--- src/rtl/psim_pkg.sv ---
// Shared types, constants and codes for the per-slot input modifier.
package psim_pkg;

  localparam int NUM_SLOTS_DEF = 16;
  localparam int MAX_SLOTS     = 16;

  localparam int LEVEL_W = 16;
  localparam int MODS_W  = 48;
  localparam int CFG_W   = 48;
  localparam int CFG_IDX_W = 2;

  localparam logic [LEVEL_W-1:0] FULL_SCALE = 16'hFFFF;
  localparam logic [LEVEL_W-1:0] ZERO_SCALE = 16'h0000;
  localparam logic [LEVEL_W-1:0] ROUND_HALF = 16'h7FFF;

  localparam logic [CFG_IDX_W-1:0] CFG_SMOOTH_RATE = 2'd0;
  localparam logic [CFG_IDX_W-1:0] CFG_SLEW_STEP   = 2'd1;
  localparam logic [CFG_IDX_W-1:0] CFG_SLOT_MODS   = 2'd2;

  typedef enum logic [2:0] {
    MOD_NONE   = 3'd0,
    MOD_DINV   = 3'd1,
    MOD_TOGGLE = 3'd2,
    MOD_SLEW   = 3'd3,
    MOD_AINV   = 3'd4,
    MOD_SMOOTH = 3'd5
  } mod_t;

  typedef struct packed {
    logic [LEVEL_W-1:0] published;
    logic [LEVEL_W-1:0] smoothed;
    logic [LEVEL_W-1:0] slewed;
    logic               last_dig;
    logic               toggle;
    logic [2:0]         applied;
  } slot_state_t;

endpackage

--- src/rtl/psim_state.sv ---
// Per-slot state store with one read port and one write port.
module psim_state #(
  parameter int NUM_SLOTS = psim_pkg::NUM_SLOTS_DEF,
  parameter int SLOT_W    = 4
) (
  input  logic                      clk,
  input  logic                      rst_n,
  input  logic [SLOT_W-1:0]         rd_idx,
  output psim_pkg::slot_state_t     rd_state,
  input  logic                      wr_en,
  input  logic [SLOT_W-1:0]         wr_idx,
  input  psim_pkg::slot_state_t     wr_state
);
  import psim_pkg::*;

  slot_state_t state_r [NUM_SLOTS];

  always_ff @(posedge clk) begin
    if (!rst_n) begin
      for (int i = 0; i < NUM_SLOTS; i++) begin
        state_r[i] <= '0;
      end
    end else if (wr_en) begin
      state_r[wr_idx] <= wr_state;
    end
  end

  assign rd_state = state_r[rd_idx];

endmodule

--- src/rtl/psim_cond.sv ---
// Level conditioning for one reading: modifier reload, toggle, slew and smoothing.
module psim_cond (
  input  psim_pkg::slot_state_t  st,
  input  logic [2:0]             code,
  input  logic [15:0]            level,
  input  logic [15:0]            rate,
  input  logic [15:0]            step,
  output psim_pkg::slot_state_t  st_nxt
);
  import psim_pkg::*;

  logic        high;
  logic [15:0] dval;
  logic        chg;
  logic [15:0] sm_cur;
  logic [15:0] sl_cur;
  logic        tog_cur;
  logic        ld_cur;
  logic        tog_new;
  logic        up;
  logic [15:0] mag;
  logic [31:0] prod;
  logic [32:0] biased;
  logic [16:0] q1;
  logic [17:0] rem;
  logic [16:0] inc;
  logic [15:0] sm_new;
  logic [15:0] sl_diff;
  logic [15:0] sl_new;
  logic [15:0] result;

  always_comb begin
    high    = level[15];
    dval    = high ? FULL_SCALE : ZERO_SCALE;
    chg     = (st.applied != code);
    sm_cur  = chg ? st.published : st.smoothed;
    sl_cur  = chg ? st.published : st.slewed;
    tog_cur = chg ? 1'b0 : st.toggle;
    ld_cur  = chg ? 1'b0 : st.last_dig;
    tog_new = tog_cur ^ (high & ~ld_cur);

    // smoothing: divide by 65535 as q1 = x >> 16 with remainder q1 + low word
    up     = (level >= sm_cur);
    mag    = up ? (level - sm_cur) : (sm_cur - level);
    prod   = 32'(mag) * 32'(rate);
    biased = {1'b0, prod} + {17'd0, ROUND_HALF};
    q1     = biased[32:16];
    rem    = {2'b00, biased[15:0]} + {1'b0, q1};
    if (rem >= {1'b0, FULL_SCALE, 1'b0}) begin
      inc = q1 + 17'd2;
    end else if (rem >= {2'b00, FULL_SCALE}) begin
      inc = q1 + 17'd1;
    end else begin
      inc = q1;
    end
    sm_new = up ? (sm_cur + inc[15:0]) : (sm_cur - inc[15:0]);

    // slew toward the digital value, stop at it
    if (sl_cur < dval) begin
      sl_diff = dval - sl_cur;
      sl_new  = (sl_diff <= step) ? dval : (sl_cur + step);
    end else if (sl_cur > dval) begin
      sl_diff = sl_cur - dval;
      sl_new  = (sl_diff <= step) ? dval : (sl_cur - step);
    end else begin
      sl_diff = '0;
      sl_new  = sl_cur;
    end

    st_nxt.smoothed = sm_cur;
    st_nxt.slewed   = sl_cur;
    st_nxt.toggle   = tog_cur;
    st_nxt.last_dig = high;
    st_nxt.applied  = code;
    result          = level;
    case (mod_t'(code))
      MOD_DINV: begin
        result = FULL_SCALE - dval;
      end
      MOD_TOGGLE: begin
        st_nxt.toggle = tog_new;
        result        = tog_new ? FULL_SCALE : ZERO_SCALE;
      end
      MOD_SLEW: begin
        st_nxt.slewed = sl_new;
        result        = sl_new;
      end
      MOD_AINV: begin
        result = FULL_SCALE - level;
      end
      MOD_SMOOTH: begin
        st_nxt.smoothed = sm_new;
        result          = sm_new;
      end
      default: begin
        result = level;
      end
    endcase
    st_nxt.published = result;
  end

endmodule

--- src/rtl/per_slot_input_modifier.sv ---
// Per-slot input modifier: input register, conditioning and result register.
// An accepted input beat passes from the input register through conditioning into the result register.
// Throughput: one beat per cycle while out_tready does not stall the result register; slot state
// is read and written in the same cycle, so a reading for the same slot may follow directly.
// Readings whose slot is at or above NUM_SLOTS are dropped without a result.
// Reset (rst_n low, synchronous) clears both stages, all slot state and the registers.
module per_slot_input_modifier #(
  parameter int NUM_SLOTS = psim_pkg::NUM_SLOTS_DEF
) (
  input  logic                              clk,
  input  logic                              rst_n,
  input  logic                              in_tvalid,
  output logic                              in_tready,
  input  logic [31:0]                       in_tdata,  // slot_in[7:0], level_in[23:8], pin_in[31:24]
  input  logic [2:0]                        in_tuser,  // kind_in[2:0]
  output logic                              out_tvalid,
  input  logic                              out_tready,
  output logic [31:0]                       out_tdata, // slot_out[3:0], level_out[19:4], pin_out[27:20], zero
  output logic [2:0]                        out_tuser, // kind_out[2:0]
  input  logic                              cfg_wr_en,
  input  logic [psim_pkg::CFG_IDX_W-1:0]    cfg_index,
  input  logic [psim_pkg::CFG_W-1:0]        cfg_wdata
);
  import psim_pkg::*;

  localparam int SLOT_W = (NUM_SLOTS > 1) ? $clog2(NUM_SLOTS) : 1;
  localparam logic [7:0] SLOT_LIMIT = 8'(NUM_SLOTS);

  logic [15:0] cfg_rate_r;
  logic [15:0] cfg_step_r;
  logic [MODS_W-1:0] cfg_mods_r;

  logic        s1_valid_r;
  logic [7:0]  s1_slot_r;
  logic [15:0] s1_level_r;
  logic [7:0]  s1_pin_r;
  logic [2:0]  s1_kind_r;

  logic        out_valid_r;
  logic [3:0]  out_slot_r;
  logic [15:0] out_level_r;
  logic [7:0]  out_pin_r;
  logic [2:0]  out_kind_r;

  logic        out_free;
  logic        s1_in_range;
  logic        s1_adv;
  logic        s1_write;
  logic [SLOT_W-1:0] s1_idx;
  logic [MODS_W-1:0] mods_shift;
  logic [2:0]  s1_code;
  slot_state_t st_rd;
  slot_state_t st_nxt;

  always_ff @(posedge clk) begin
    if (!rst_n) begin
      cfg_rate_r <= '0;
      cfg_step_r <= '0;
      cfg_mods_r <= '0;
    end else if (cfg_wr_en) begin
      case (cfg_index)
        CFG_SMOOTH_RATE: cfg_rate_r <= cfg_wdata[15:0];
        CFG_SLEW_STEP:   cfg_step_r <= cfg_wdata[15:0];
        CFG_SLOT_MODS:   cfg_mods_r <= cfg_wdata[MODS_W-1:0];
        default: begin
        end
      endcase
    end
  end

  assign out_free    = !out_valid_r || out_tready;
  assign s1_in_range = (s1_slot_r < SLOT_LIMIT);
  assign s1_adv      = !s1_valid_r || !s1_in_range || out_free;
  assign s1_write    = s1_valid_r && s1_in_range && out_free;
  assign in_tready   = s1_adv;
  assign s1_idx      = s1_slot_r[SLOT_W-1:0];
  assign mods_shift  = cfg_mods_r >> ({2'b00, s1_slot_r[3:0]} * 6'd3);
  assign s1_code     = mods_shift[2:0];

  always_ff @(posedge clk) begin
    if (!rst_n) begin
      s1_valid_r <= 1'b0;
    end else if (s1_adv) begin
      s1_valid_r <= in_tvalid;
    end
  end

  always_ff @(posedge clk) begin
    if (s1_adv && in_tvalid) begin
      s1_slot_r  <= in_tdata[7:0];
      s1_level_r <= in_tdata[23:8];
      s1_pin_r   <= in_tdata[31:24];
      s1_kind_r  <= in_tuser;
    end
  end

  psim_state #(
    .NUM_SLOTS (NUM_SLOTS),
    .SLOT_W    (SLOT_W)
  ) u_state (
    .clk      (clk),
    .rst_n    (rst_n),
    .rd_idx   (s1_idx),
    .rd_state (st_rd),
    .wr_en    (s1_write),
    .wr_idx   (s1_idx),
    .wr_state (st_nxt)
  );

  psim_cond u_cond (
    .st     (st_rd),
    .code   (s1_code),
    .level  (s1_level_r),
    .rate   (cfg_rate_r),
    .step   (cfg_step_r),
    .st_nxt (st_nxt)
  );

  always_ff @(posedge clk) begin
    if (!rst_n) begin
      out_valid_r <= 1'b0;
    end else if (s1_write) begin
      out_valid_r <= 1'b1;
    end else if (out_tready) begin
      out_valid_r <= 1'b0;
    end
  end

  always_ff @(posedge clk) begin
    if (s1_write) begin
      out_slot_r  <= s1_slot_r[3:0];
      out_level_r <= st_nxt.published;
      out_pin_r   <= s1_pin_r;
      out_kind_r  <= s1_kind_r;
    end
  end

  assign out_tvalid = out_valid_r;
  assign out_tdata  = {4'd0, out_pin_r, out_level_r, out_slot_r};
  assign out_tuser  = out_kind_r;

`ifndef SYNTHESIS
  a_write_shows: assert property (@(posedge clk) disable iff (!rst_n)
    s1_write |=> out_valid_r)
    else $error("result register not loaded after slot update");

  a_stall_cause: assert property (@(posedge clk) disable iff (!rst_n)
    !in_tready |-> (s1_valid_r && s1_in_range && out_valid_r && !out_tready))
    else $error("input stalled without a blocked result");

  a_toggle_level: assert property (@(posedge clk) disable iff (!rst_n)
    (s1_write && (s1_code == MOD_TOGGLE)) |=>
      ((out_level_r == FULL_SCALE) || (out_level_r == ZERO_SCALE)))
    else $error("toggle result is not a digital level");
`endif

endmodule

--- config.mk ---
export PLATFORM = sky130hd
export DESIGN_NAME = per_slot_input_modifier
export DESIGN_NICKNAME = d
export VERILOG_FILES = /design/src/rtl/psim_pkg.sv /design/src/rtl/psim_state.sv /design/src/rtl/psim_cond.sv /design/src/rtl/per_slot_input_modifier.sv
export SDC_FILE = /design/constraint.sdc
export NUM_CORES = 2
export LEC_CHECK = 0
export ABC_AREA = 1
export BUFFER_PORTS_ARGS = -buffer_cell sky130_fd_sc_hd__clkbuf_2
export CAP_MARGIN = 30
export CORE_ASPECT_RATIO = 1.4
export CORE_UTILIZATION = 30
export DETAILED_ROUTE_END_ITERATION = 6
export GPL_ROUTABILITY_DRIVEN = 0
export GPL_TIMING_DRIVEN = 0
export PLACE_DENSITY = 0.52
export SLEW_MARGIN = 0
export SYNTH_ARGS = -nofsm -noshare
export SYNTH_HDL_FRONTEND = slang
export SYNTH_HIERARCHICAL = 1
export SYNTH_SLANG_ARGS = --single-unit
--- constraint.sdc ---
create_clock -name clk -period 14.2 [get_ports clk]
set_input_delay 1.42 -clock clk [delete_from_list [all_inputs] [get_ports clk]]
set_output_delay 1.42 -clock clk [all_outputs]
set_load 0.1 [all_outputs]
==> summary.md <==
| Metric | Value |
|---|---|
| FFs w/ async S/R, synth | 0% |
| Synth Area in Compound Gates | 5.28% |
| Register area | 29,100 um^2 |
| GRT Residual Overflow | 0 |
| Layout cells sized above 1 | 16.9% |
| MaxCap Viol Count | 0 |
| R2R Setup Slk | -510 ps |
| DIE AREA | 218,000 um^2 |
| Post-synthesis mux area share | 0.0155% |
| Slowest CP cell | fa_1 |
| Vias in the first global route | 54.3k |
| Synthesis-to-finish area growth | 22.7% |
| Initial DRC Count | 5,316 |
| Crit-path max FO | 6 |
| Crit path from | s1_slot_r[0] |
| Setup TNS Final | -115,470 ps |
| R2r endpoint | u_state/state_r[14][52] |
| Multi-input logic area | 31,100 um^2 |
| Worst-skew pair later-pin latency | 770 ps |
| CTS Buf Count | 101 |
| Crit path to | u_state/state_r[14][52] |
| Die width | 395 um |
| Crit Path Class | register to register |
| Slew headroom | 32.2% |
| GR Util All Layers | 22.2% |
| Syn Inst Count | 7,851 |
| DR pass1 iterations | 6 |
| Hold Startpoint | s1_pin_r[0] |
| Commonest cells after routing, fill and taps aside | nand2_1, inv_1, nor2_1 |
| Syn avg cell area | 8.25 um^2 |
| I/O Buffers | 121 |
| Crit path launch type | register |
| Post-route DRC | 0 |
| DRT Wirelength | 247 mm |
| Clock Tree Buf Depth | 3 |
| Core area | 214,000 um^2 |
| H-tree depth | 3 |
| Rows | 201 |
| Antenna violations before repair | 4 |
| Post-Synth Simple-Gate Area | 24.7% |
| R2r worst-path depth | 84 |
| Min cycle time layout | 14,710 ps |
| Number of synthesized flops with an enable pin | 914 |
| Dominant delay contributor by cell family on the critical path | adder cells |
| Seq/Total Area, Yosys | 44.9% |
| R2r startpoint | s1_slot_r[0] |
| Post-route clock period utilization | 104% |
| DP HPWL | 183 mm |
| Via count | 55.3k |
| Max-slew violation count | 0 |
| Worst endpoint data arrival time | 15,320 ps |
| NumNets Final | 8,930 |
| Post-synth top flop | edfxtp_1 |
| Via/cell ratio | 4.90 |
| Tightest Pin Transition | 1020 ps |
| Failing checks | setup timing |
| Worst Hold Class | register to register |
| Clock tree sinks | 996 |
| RSZ-0062 raised after global routing | yes |
| Final hold vios | 0 |
| CTS tree | yes |
| FMAX | 0.0680 GHz |
| Number of buffer and inverter stages on the critical path | 26 |
| Post-synthesis xor/xnor area fraction | 2.00% |
| First-pass GRT wire length | 357 mm |
| Post-synthesis adder-cell area fraction | 11.6% |
| Worst Setup Slack, final | -508 ps |
| Setup Skew | 39.9 ps |
| CP Depth | 84 |
| Fill cells | 21.8k |
| Initial Utilization | 30.2% |
| Die height | 552 um |
| Io pins | 127 |
| Routed len/inst | 21.8 um |
| Most common cell after layout, fill and taps aside | nand2_1 |
| Largest net degree at the start of global routing | 54 |
| Status | finished with violations |
| Clk root buf | clkbuf_16 |
| Synth warnings | 6 |
| Final setup fails | 426 |
| Setup crit end kind | register |
| Dpl cell area | 69,600 um^2 |
| Clock slew at reported path FFs | 60 ps |
| Mapped Area | 64,800 um^2 |
| Synthesis-stage register bit count | 996 |
| Final Instance Area | 79,500 um^2 |
| Synth cell types | 71 |
| Largest family of logic cells by synthesized area | simple AND/OR/NAND/NOR gates |
| Crit-path max cell delay | 530 ps |
| Antenna-violating nets left | 0 |
| CP required | 14,810 ps |
==> cell type report <==
class	count	area share, %
Tap cell	2842	4.47
Antenna cell	3	0.00945
Clock inverter	62	0.831
Clock buffer	127	3.40
Inverter	1335	6.57
Multi-Input combinational cell	5112	39.2
Sequential cell	996	36.6
Buffer	406	4.45
Timing Repair inverter	1	0.0110
Timing Repair Buffer	415	4.47
==> through the flow <==
| step | instances | util [%] | setup WS (ps) | hold slack [ps] |
|---|---|---|---|---|
| after global placement | 10817 | 32.2 | -7050 | 401 |
| after CTS | 11237 | 36.4 | -343 | 422 |
| after global routing | 11299 | 37.1 | -887 | 428 |
| final | 11299 | 37.1 | -508 | 423 |
| after detailed placement | 10847 | 32.5 | -6660 | 407 |
| after floorplan | 7854 | - | 29.1 | 400 |
==> logic make-up (layout without fill, tap and decap cells) <==
logic type	Yosys count	in the layout
AND/OR/NAND/NOR	3893	3893
buffers and inverters	1746	2346
flip-flops	996	996
AO/OA/AOI/OAI	599	599
adder cells (fa/ha/maj)	472	472
XOR/XNOR	143	143
other	1	7
multiplexers	1	1
==> state kept, by name (all words and copies together), names as in the netlist, 4 cells and up <==
name and flops:
u_state/state_r 848, out_level_r 16, cfg_mods_r 48, cfg_step_r 16
s1_level_r 16, out_pin_r 8, out_slot_r 4, s1_slot_r 8
s1_pin_r 8, cfg_rate_r 16
==> layer usage <==
| metal | track usage, % | wire [um] |
|---|---|---|
| met3 | 2.75 | 14300 |
| met4 | 15.7 | 20200 |
| met5 | 0 | 17 |
| met2 | 39.7 | 123000 |
| met1 | 24.3 | 88900 |
==> repair_timing <==
item / CTS / global route
pin swaps: 185 / 138
setup buffers: 197 / 60
cloned: 8 / 2
endpoints found under the setup margin: 528 / 522
gates resized for setup: 822 / 255
hold buffers: 0 / 0
==> worst min path at each step <==
stage / endpoint / slack [ps] / cells past startpoint
after floorplan: out_pin_r[0] / 400 / 0
after global placement: out_pin_r[1] / 400 / 0
after detailed placement: out_pin_r[4] / 410 / 0
after CTS: out_pin_r[4] / 420 / 0
after global routing: out_pin_r[4] / 430 / 0
final: out_pin_r[0] / 420 / 0
==> Yosys cell counts, types with 11 or more instances <==
cell type  number  share of area (%)
nand2_1      1797                 10
inv_1        1312                7.6
nor2_1       1199                7.0
edfxtp_1      914                 42
nand3_1       765                5.9
ha_1          256                4.9
a21oi_1       216                1.7
fa_1          216                6.7
o21ai_0       191                1.5
clkbuf_1      187                1.1
xor2_1        102                1.4
buf_6          92                1.6
buf_2          85               0.66
dfxtp_1        82                2.5
o21ai_1        60               0.46
buf_1          36               0.21
xnor2_1        35               0.47
nand2_2        34               0.33
nand4_1        21               0.20
nor3_1         17               0.13
inv_2          13              0.075
or2_2          13               0.13
buf_4          11               0.13
o21bai_1       11               0.13
Power is left out: the tool's default activity adds up to more than one toggle a clock period on the data nets, which glitch-free logic cannot reach.
